<file path="config.mk">
export PLATFORM = sky130hd
export DESIGN_NAME = dlfh_ctrl
export DESIGN_NICKNAME = d
export VERILOG_FILES = /design/src/dual_lane_fnv_hash_with_finalizer_macros.svh /design/src/dlfh_pkg.sv /design/src/dlfh_ctrl.sv
export SDC_FILE = /design/constraint.sdc
export NUM_CORES = 1
export LEC_CHECK = 0
export ABC_AREA = 1
export BUFFER_PORTS_ARGS = -buffer_cell sky130_fd_sc_hd__buf_4
export CORE_AREA = 2 2 39 41
export DETAILED_ROUTE_END_ITERATION = 10
export DIE_AREA = 0 0 41 43
export PLACE_DENSITY = 0.75
export SYNTH_ARGS = -nofsm -noshare
export SYNTH_HDL_FRONTEND = slang
export SYNTH_SLANG_ARGS = --single-unit
</file>
<file path="constraint.sdc">
create_clock -name clk -period 2.95 [get_ports clk]
set_input_delay 0.4425 -clock clk [delete_from_list [all_inputs] [get_ports clk]]
set_output_delay 0.4425 -clock clk [all_outputs]
set_load 0.005 [all_outputs]
</file>
<file path="src/dual_lane_fnv_hash_with_finalizer_macros.svh">
// Assertion macros for the dual-lane FNV hasher.
// Used by the top level; expects signals named clk and rst in scope.
`ifndef DUAL_LANE_FNV_HASH_WITH_FINALIZER_MACROS_SVH
`define DUAL_LANE_FNV_HASH_WITH_FINALIZER_MACROS_SVH

// The consequent must hold in the same cycle as the antecedent.
`define DLFH_ASSERT_SAME(label, ante, cons, msg) \
  label: assert property (@(posedge clk) disable iff (rst) (ante) |-> (cons)) \
    else $error(msg);

// The consequent must hold in the cycle after the antecedent.
`define DLFH_ASSERT_NEXT(label, ante, cons, msg) \
  label: assert property (@(posedge clk) disable iff (rst) (ante) |=> (cons)) \
    else $error(msg);

`endif

</file>
<file path="src/dlfh_pkg.sv">
// Shared types, constants and helper functions for the dual-lane FNV hasher.
// No dependencies; used by the controller, the datapath and the top level.
package dlfh_pkg;

  localparam logic [63:0] FNV_BASIS  = 64'hcbf29ce484222325;
  localparam logic [63:0] LANE_B_ADD = 64'h000000000000009d;
  localparam logic [63:0] SALT_A     = 64'h9e3779b97f4a7c15;
  localparam logic [63:0] SALT_B     = 64'hc2b2ae3d27d4eb4f;
  localparam logic [63:0] MIX_A_MUL0 = 64'hff51afd7ed558ccd;
  localparam logic [63:0] MIX_A_MUL1 = 64'hc4ceb9fe1a85ec53;
  localparam logic [63:0] MIX_B_MUL0 = 64'h7fb5d329728ea185;
  localparam logic [63:0] MIX_B_MUL1 = 64'h81dadef4bc2dd44d;

  localparam int unsigned MIX_A_SH   = 33;
  localparam int unsigned MIX_B_SH0  = 31;
  localparam int unsigned MIX_B_SH1  = 27;
  localparam int unsigned MIX_SH_END = 33;

  typedef enum logic [0:0] {
    CFG_SEED_A = 1'b0,
    CFG_SEED_B = 1'b1
  } cfg_index_t;

  typedef enum logic [1:0] {
    MIX_PLAIN_A = 2'd0,
    MIX_SALT_A  = 2'd1,
    MIX_SALT_B  = 2'd2
  } mix_sel_t;

  typedef enum logic [1:0] {
    MP_NONE = 2'd0,
    MP_LL   = 2'd1,
    MP_HL   = 2'd2,
    MP_LH   = 2'd3
  } mul_phase_t;

  typedef enum logic [6:0] {
    ST_IDLE = 7'b0000001,
    ST_LOAD = 7'b0000010,
    ST_MUL0 = 7'b0000100,
    ST_MUL1 = 7'b0001000,
    ST_MUL2 = 7'b0010000,
    ST_XS   = 7'b0100000,
    ST_DONE = 7'b1000000
  } state_t;

  typedef struct packed {
    logic       accept;
    logic       load;
    mul_phase_t mul;
    logic       xs;
    logic       second;
    mix_sel_t   mix_sel;
    logic       emit;
  } dp_cmd_t;

  // Multiply by the FNV-64 prime 2^40 + 0x1b3 as a sum of shifted copies.
  function automatic logic [63:0] fnv_mul(input logic [63:0] x);
    fnv_mul = x + (x << 1) + (x << 4) + (x << 5) + (x << 7) + (x << 8) + (x << 40);
  endfunction

  function automatic logic [63:0] mix_mul_const(input logic kind_b, input logic second);
    if (kind_b) begin
      mix_mul_const = second ? MIX_B_MUL1 : MIX_B_MUL0;
    end else begin
      mix_mul_const = second ? MIX_A_MUL1 : MIX_A_MUL0;
    end
  endfunction

endpackage

</file>
<file path="src/dlfh_ctrl.sv">
// Controller of the dual-lane FNV hasher: request handshakes and finalizer sequencing.
// Depends on dlfh_pkg for the state encoding and the datapath command struct.
module dlfh_ctrl (
  input  logic              clk,
  input  logic              rst,
  input  logic              in_valid,
  input  logic              in_finish,
  output logic              in_ready,
  input  logic              out_ready,
  output logic              out_valid,
  output dlfh_pkg::dp_cmd_t cmd
);

  dlfh_pkg::state_t   state, state_next;
  dlfh_pkg::mix_sel_t mix_sel, mix_sel_next;
  logic               second, second_next;
  logic               out_valid_next;

  always_ff @(posedge clk) begin
    if (rst) begin
      state     <= dlfh_pkg::ST_IDLE;
      mix_sel   <= dlfh_pkg::MIX_PLAIN_A;
      second    <= 1'b0;
      out_valid <= 1'b0;
    end else begin
      state     <= state_next;
      mix_sel   <= mix_sel_next;
      second    <= second_next;
      out_valid <= out_valid_next;
    end
  end

  always_comb begin
    state_next   = state;
    mix_sel_next = mix_sel;
    second_next  = second;
    in_ready     = 1'b0;
    cmd          = '0;
    cmd.mix_sel  = mix_sel;
    cmd.second   = second;
    case (state)
      dlfh_pkg::ST_IDLE: begin
        in_ready   = 1'b1;
        cmd.accept = in_valid;
        if (in_valid && in_finish) begin
          state_next   = dlfh_pkg::ST_LOAD;
          mix_sel_next = dlfh_pkg::MIX_PLAIN_A;
          second_next  = 1'b0;
        end
      end
      dlfh_pkg::ST_LOAD: begin
        cmd.load   = 1'b1;
        state_next = dlfh_pkg::ST_MUL0;
      end
      dlfh_pkg::ST_MUL0: begin
        cmd.mul    = dlfh_pkg::MP_LL;
        state_next = dlfh_pkg::ST_MUL1;
      end
      dlfh_pkg::ST_MUL1: begin
        cmd.mul    = dlfh_pkg::MP_HL;
        state_next = dlfh_pkg::ST_MUL2;
      end
      dlfh_pkg::ST_MUL2: begin
        cmd.mul    = dlfh_pkg::MP_LH;
        state_next = dlfh_pkg::ST_XS;
      end
      dlfh_pkg::ST_XS: begin
        cmd.xs = 1'b1;
        if (!second) begin
          second_next = 1'b1;
          state_next  = dlfh_pkg::ST_MUL0;
        end else if (mix_sel == dlfh_pkg::MIX_SALT_B) begin
          state_next = dlfh_pkg::ST_DONE;
        end else begin
          second_next = 1'b0;
          state_next  = dlfh_pkg::ST_LOAD;
          if (mix_sel == dlfh_pkg::MIX_PLAIN_A) begin
            mix_sel_next = dlfh_pkg::MIX_SALT_A;
          end else begin
            mix_sel_next = dlfh_pkg::MIX_SALT_B;
          end
        end
      end
      dlfh_pkg::ST_DONE: begin
        if (!out_valid || out_ready) begin
          cmd.emit   = 1'b1;
          state_next = dlfh_pkg::ST_IDLE;
        end
      end
      default: begin
        state_next = dlfh_pkg::ST_IDLE;
      end
    endcase
  end

  always_comb begin
    out_valid_next = out_valid;
    if (cmd.emit) begin
      out_valid_next = 1'b1;
    end else if (out_ready) begin
      out_valid_next = 1'b0;
    end
  end

endmodule

</file>
Word level (Yosys, flattened, before mapping) --
Index checks and enable logic that the tools add are counted.
Cells by class: reductions and logical operators 9, equal/unequal tests 12, mux-type cells 23
Operators with widths (count):
- $pmux 7 s7 | 1
- $mux 7 | 4
- $mux 1 | 11
- $mux 2 | 4
- $ne 2x2->1 const B | 4
- $eq 7x1->1 const B | 1
- $eq 7x2->1 const B | 1
- $eq 7x3->1 const B | 1
- $eq 7x4->1 const B | 1
- $eq 7x5->1 const B | 1
- $eq 7x6->1 const B | 1
- $eq 7x7->1 const B | 1
- $pmux 2 s3 | 1
- $pmux 2 s2 | 1
- $reduce_and 2->1 | 2
- $reduce_and 4->1 | 1
- $reduce_bool 2->1 | 2
- $eq 2x2->1 const B | 1
- $logic_not 2->1 | 1
- $pmux 1 s2 | 1
- $logic_and 1x1->1 | 1
- $logic_not 1->1 | 1
- $logic_or 1x1->1 | 1
Storage, ports and cells: output and inout bits 11, input bits 5, register bits 11

Logic depth before layout (Yosys ltp) --
Gate-level depths: netlist of the first run.
word-level depth 5, depth in mapped cells 8

Worst setup path before layout of the first run --
OpenSTA, ideal clock, no wires.
kind register to output, from register state[0], to output cmd[0] in the netlist's numbering, cell stages (with the launch flop) 7, arrival time 910 ps, slack 1597 ps, required time 2508 ps, path buffers 1, cells stage by stage dfxtp_1 > nor2_2 > nand2_2 > inv_4 > nand2_1 > nor2_1 > buf_4
RTL lines:
- from (decl) | line dlfh_ctrl.sv:14 | dlfh_pkg::state_t state, state_next;
- from (signal assigned) | line dlfh_ctrl.sv:21 | state <= dlfh_pkg::ST_IDLE;
- from (signal assigned) | line dlfh_ctrl.sv:26 | state <= state_next;
- to (decl) | line dlfh_ctrl.sv:11 | output dlfh_pkg::dp_cmd_t cmd

==> out/metrics.csv, run 1 <==
stage,metric,value,unit
setup_path,worstSetupPathType,register to primary output,
place,dp_hpwl,1.052,mm
setup_path,reg2reg_to,mix_sel[1],
global_routing,grt_pass1_vias,529,
layout,syn_to_final_growth,21.82,%
place,placed_area,777.0,µm²
synthesis,synth_cell_types,19,
setup_path,crit_family,simple AND/OR/NAND/NOR gates,
floorplan,fp.coreArea,1384,µm²
clocking,cts_tree,done,
setup_path,start_kind,register,
layout,nets,122,
place,io_buffers,15,
global_routing,gr-total-overflow,0,
sta,worst_hold_slack,376.0,ps
sta,max_slew.worst_pin.slew,295.0,ps
drt,drtIter0Drc,11,
synthesis,synth.yosys.seq_area_share,33.40,%
layout,finish.instance_area,803.3,µm²
power_and_ir_drop,p_leak,0.0004457,µW
clocking,clockBufferDepth,2,
clocking,hold_buffers,0,
drt,antenna_left,0,
setup_path,worstPathRequired,2510,ps
global_routing,grt_max_degree,9,
power_and_ir_drop,ir_worst_vdd,0.1854,mV
clocking,clock-sinks,11,
layout,diodes,0,
synthesis,yosys_warnings,0,
layout,final_util,58.05,%
global_routing,grt.total_usage,17.76,%
min_path,hold_depth,2,
synthesis,ys_seq_elements,11,
clocking,insertion_delay,270,ps
layout,n_fill_cell,140,
floorplan,dieHeight,43,µm
drt,viasPerCell,4.886,
setup_path,regToRegSetupSlack,1770,ps
sta,fmax,573.8,MHz
setup_path,worst-path-buf-inv,2,
layout,multi_input_area,342.8,µm²
sta,timing.final.crit_share,59.07,%
drt,totalWireLength,1.302,mm
sta,tns,0,ps
setup_path,critPathArrivalTime,1300,ps
sta,finalHoldViolCount,0,
synthesis,synth_fp_nets,104,
global_routing,antenna_found_initial,0,
layout,seq_area,220.2,µm²
min_path,min_path_type,input pin to register,
floorplan,start_util,47.65,%
floorplan,pin_count,16,
place,gp_congestion,0.7561,
drt,first_pass_iters,4,
synthesis,syn_inst,99,
layout,drive_gt1_share,29.31,%
synthesis,syn-cell-area,659.4,µm²
drt,vias,645,
floorplan,die_w,41,µm
sta,maxSlewViolCount,0,
status,status,completed,
setup_path,cp_slowest_cell,dfxtp_1,
clocking,postCtsSetupBuffers,0,
setup_path,crit_chain,"nor2_2, nand2_2, inv_4, nand2_1, nor2_1, buf_4",
clocking,cts_root_buffer,clkbuf_4,
setup_path,worst_setup_path_end_kind,primary output,
clocking,cts.clk_slew.worst_paths,60,ps
sta,skew,0.4431,ps
sta,finalSetupViolCount,0,
power_and_ir_drop,total_power,311.1,µW
clocking,h-tree-depth,1,
clocking,cts_made_buffers,3,
global_routing,grt_pass1_wl,2.076,mm
setup_path,critPathMaxFanout,8,
setup_path,timing.rr.start,state[6],
floorplan,dieArea,1763,µm²
sta,rsz0062_at_grt,false,
setup_path,cpPeakStageDelay,330,ps
floorplan,rows,14,
drt,wire_per_inst,9.864,µm
min_path,hp-start,rst,
synthesis,avgSynthCellArea,6.660,µm²
sta,maxSlewHeadroom,80.18,%
min_path,min_to,second,
sta,fin_crit,1743,ps
drt,drc,0,
power_and_ir_drop,powerDensity,387.4,nW/µm²
setup_path,r2r_cells,8,
clocking,cts_resized,0,
run,maxCapViolCount,0,
[Yosys cell counts]
master | instances | area share (%)
nand3_1 | 10 | 7.6
buf_4 | 2 | 2.3
dfxtp_1 | 11 | 33
nand2_2 | 2 | 1.9
inv_2 | 4 | 2.3
nand3_4 | 1 | 2.7
inv_4 | 1 | 0.95
nand4_1 | 1 | 0.95
nand2_1 | 18 | 10
nor2_4 | 1 | 1.7
nor2_1 | 15 | 8.5
nand3_2 | 1 | 1.5
nand2_4 | 2 | 3.4
nand4_2 | 1 | 1.9
a21oi_1 | 5 | 3.8
nand3b_1 | 3 | 3.4
inv_1 | 16 | 9.1
nor2_2 | 3 | 2.8
nor3_1 | 2 | 1.5
[metal layers]
layer | GRT usage [%] | wire length [µm] | vias to the layer above
met5 | 0 | 0 | -
met4 | 14.00 | 43 | 0
met3 | 3.141 | 60 | 5
met2 | 26.88 | 625 | 14
met1 | 20.59 | 572 | 285
li1 | - | - | 341
[flip-flops by register name (all words and copies together) (netlist names)]
| register | cells |
|---|---|
| mix_sel | 2 |
| out_valid | 1 |
| state | 7 |
| second | 1 |
[power breakdown]
part / switching (µW) / internal [µW]
combinational: 30.5 / 22.5
sequential: 4.05 / 153
clock: 48.9 / 52.4
[layout by cell type, fill, tap and decap left out, drive strengths merged]
cell,synthesis,final
buf,2,15
nand3,12,12
a21oi,5,5
inv,21,21
dfxtp,11,11
nor3,2,2
clkbuf,0,4
nand4,2,2
nand3b,3,3
nand2,22,22
nor2,19,19
[kinds of logic after synthesis]
family,Yosys count,share of synthesized area [%]
buf+inv,23,14.61
flops,11,33.40
compound gates,5,3.794
simple gates,60,48.20
[how the worst max path moves through the flow]
stage / startpoint / to / slack (ps) / depth (start not counted)
final: state[0] / cmd[0] / 1210 / 6
after global routing: state[4] / cmd[5] / 1090 / 6
after CTS: state[0] / cmd[0] / 1190 / 6
after detailed placement: state[0] / cmd[0] / 1490 / 6
after global placement: state[0] / cmd[0] / 1530 / 6
after floorplan: state[0] / cmd[0] / 1600 / 6
[cell type report]
class	count	share of cell area [%]
repair buffers	15	14.02
well taps	16	2.492
clock buffers	4	3.271
flip-flops and latches	11	27.41
multi-input cells	65	42.68
inverters	21	10.12
[metrics by stage]
step,std cells,worst slack (ps)
after floorplan,99,1597
after global placement,128,1525
after detailed placement,128,1493
after CTS,132,1187
after global routing,132,1090
final,132,1207
No activity file was read; power rests on OpenSTA's default activity.
==> inputs of run 2 (changes only) <==
--- a/config.mk
+++ b/config.mk
@@ -7,9 +7,9 @@
 export LEC_CHECK = 0
 export ABC_AREA = 1
 export BUFFER_PORTS_ARGS = -buffer_cell sky130_fd_sc_hd__buf_4
-export CORE_AREA = 2 2 39 41
+export CORE_MARGIN = 2
+export CORE_UTILIZATION = 50
 export DETAILED_ROUTE_END_ITERATION = 10
-export DIE_AREA = 0 0 41 43
 export PLACE_DENSITY = 0.75
 export SYNTH_ARGS = -nofsm -noshare
 export SYNTH_HDL_FRONTEND = slang
==> constraint.sdc (replaced) <==
create_clock -name clk -period 1.7 [get_ports clk]
set_input_delay 0.255 -clock clk [delete_from_list [all_inputs] [get_ports clk]]
set_output_delay 0.255 -clock clk [all_outputs]
set_load 0.005 [all_outputs]
==> run 2 against run 1 <==
Net effect: largest power group unchanged; via count is 2.8% lower; power is 73% higher; cell count is 0.76% lower; combinational power is 71% higher.
==> out/metrics.csv, run 2 (same netlist as run 1, synthesis figures left out) <==
stage,metric,value,unit
clocking,cts_made_buffers,3,
sta,maxSlewViolCount,0,
place,io_buffers,15,
drt,first_pass_iters,4,
setup_path,timing.rr.start,state[6],
drt,antenna_left,0,
drt,drtIter0Drc,11,
drt,totalWireLength,1.236,mm
sta,fin_crit,1560,ps
sta,fmax,640.9,MHz
setup_path,worstPathRequired,1440,ps
layout,top_register,state,
clocking,insertion_delay,260,ps
sta,tns,0,ps
setup_path,reg2reg_to,mix_sel[1],
layout,seq_area,220.2,µm²
sta,finalSetupViolCount,0,
layout,layout_common_cells,"nand2_1 (18), inv_1 (16), nor2_1 (15), buf_4 (15), dfxtp_1 (11)",
layout,fin_cells,131,
sta,timing.final.crit_share,91.78,%
setup_path,worstSetupEndpoint,cmd[0],
global_routing,grt_max_degree,9,
layout,diodes,0,
sta,max_slew.worst_pin.slew,256.4,ps
layout,nets,122,
setup_path,critPathArrivalTime,1310,ps
layout,mostFrequentLayoutCell,nand2_1,
clocking,clockBufferDepth,2,
layout,drive_gt1_share,29.31,%
layout,n_fill_cell,128,
setup_path,regToRegSetupSlack,520,ps
drt,wire_per_inst,9.435,µm
floorplan,dieHeight,40.32,µm
clocking,cts_tree,done,
clocking,cts_root_buffer,clkbuf_4,
clocking,clock-sinks,11,
place,gp_congestion,0.7115,
drt,viasPerCell,4.786,
power_and_ir_drop,p_comb_share,16.8,%
power_and_ir_drop,p_clk_share,32.5,%
place,dpl.cell_count,127,
drt,drc,0,
power_and_ir_drop,sw_frac_of_total,26.51,%
clocking,postCtsSetupBuffers,0,
layout,largestRegisters,"state x7, mix_sel x2",
power_and_ir_drop,switchingPower,142.3,µW
sta,skew,2.278,ps
sta,rsz0062_at_grt,false,
power_and_ir_drop,ir_worst_vdd,0.4960,mV
layout,largest_register_ffs,7,
setup_path,r2r_cells,8,
setup_path,critPathMaxFanout,8,
run,maxCapViolCount,0,
floorplan,dieArea,1625,µm²
setup_path,crit_path_start,state[0],
setup_path,worst_setup_path_end_kind,primary output,
power_and_ir_drop,total_power,536.9,µW
power_and_ir_drop,powerDensity,669.4,nW/µm²
clocking,h-tree-depth,1,
sta,maxSlewHeadroom,82.78,%
place,placed_area,775.7,µm²
place,dp_hpwl,1.046,mm
power_and_ir_drop,p_leak,0.0004457,µW
floorplan,rows,13,
power_and_ir_drop,p_int,394.6,µW
global_routing,gr-total-overflow,0,
setup_path,start_kind,register,
floorplan,die_w,40.32,µm
global_routing,grt_pass1_wl,2.014,mm
global_routing,antenna_found_initial,0,
setup_path,worstSetupPathType,register to primary output,
global_routing,grt_pass1_vias,518,
clocking,cts_resized,0,
floorplan,fp.coreArea,1269,µm²
sta,finalHoldViolCount,0,
drt,vias,627,
layout,multi_input_area,342.8,µm²
layout,finish.instance_area,802.0,µm²
min_path,min_path_type,input pin to register,
floorplan,start_util,51.97,%
global_routing,grt.total_usage,18.78,%
power_and_ir_drop,p_seq_share,50.7,%
layout,syn_to_final_growth,21.63,%
clocking,hold_buffers,0,
floorplan,pin_count,16,
status,status,completed,
clocking,cts.clk_slew.worst_paths,70,ps
run 2: cell counts in the layout (fill, tap and decap cells not counted):
Identical to the previous run, type by type.
run 2: how the worst min path moves through the flow:
stage | startpoint | to | cells after the start
global placement | rst | state[1] | 2
global route | rst | state[1] | 2
detailed placement | rst | state[1] | 2
CTS | rst | state[1] | 2
floorplan | rst | second | 1
finish | rst | state[1] | 2
run 2: cell type report:
cell class                 count  share of cell area (%)
clock buffer                   4                   3.276
inverter                      21                   10.14
multi-input combinational     65                   42.75
sequential                    11                   27.46
tap                           15                   2.340
timing repair buffer          15                   14.04
run 2: stage by stage:
stage	hold WS, ps	util (%)	setup slack [ps]
6_report	193.8	63.21	139.7
4_1_cts	190.5	63.21	150.7
3_5_place_dp	471.7	61.14	442.1
3_3_place_gp	473.1	61.14	463.6
5_1_grt	198.1	63.21	55.04
2_1_floorplan	324.1	-	534.7
run 2: power by group through the flow:
stage	Clock, µW	Sequential (µW)	Combinational (µW)
global placement	0	278	91.2
global route	187	273	102
detailed placement	0	278	91.5
floorplan	0	277	58.4
finish	174	272	90.4
CTS	179	272	91.6
run 2: metal layers:
layer  GRT usage [%]  share of wire (%)  vias up
met1           21.96                 47      276
li1                -                  -      338
met4           7.500               0.81        0
met5               0                  0        -
met3           3.333                3.3        2
met2           33.47                 48       11
run 2: worst max-delay path: stages, from the launching register on:
cell	delay, ps
dfxtp_1	330
nor2_2	170
nand2_2	90
inv_4	110
nand2_1	60
nor2_1	150
buf_4	140
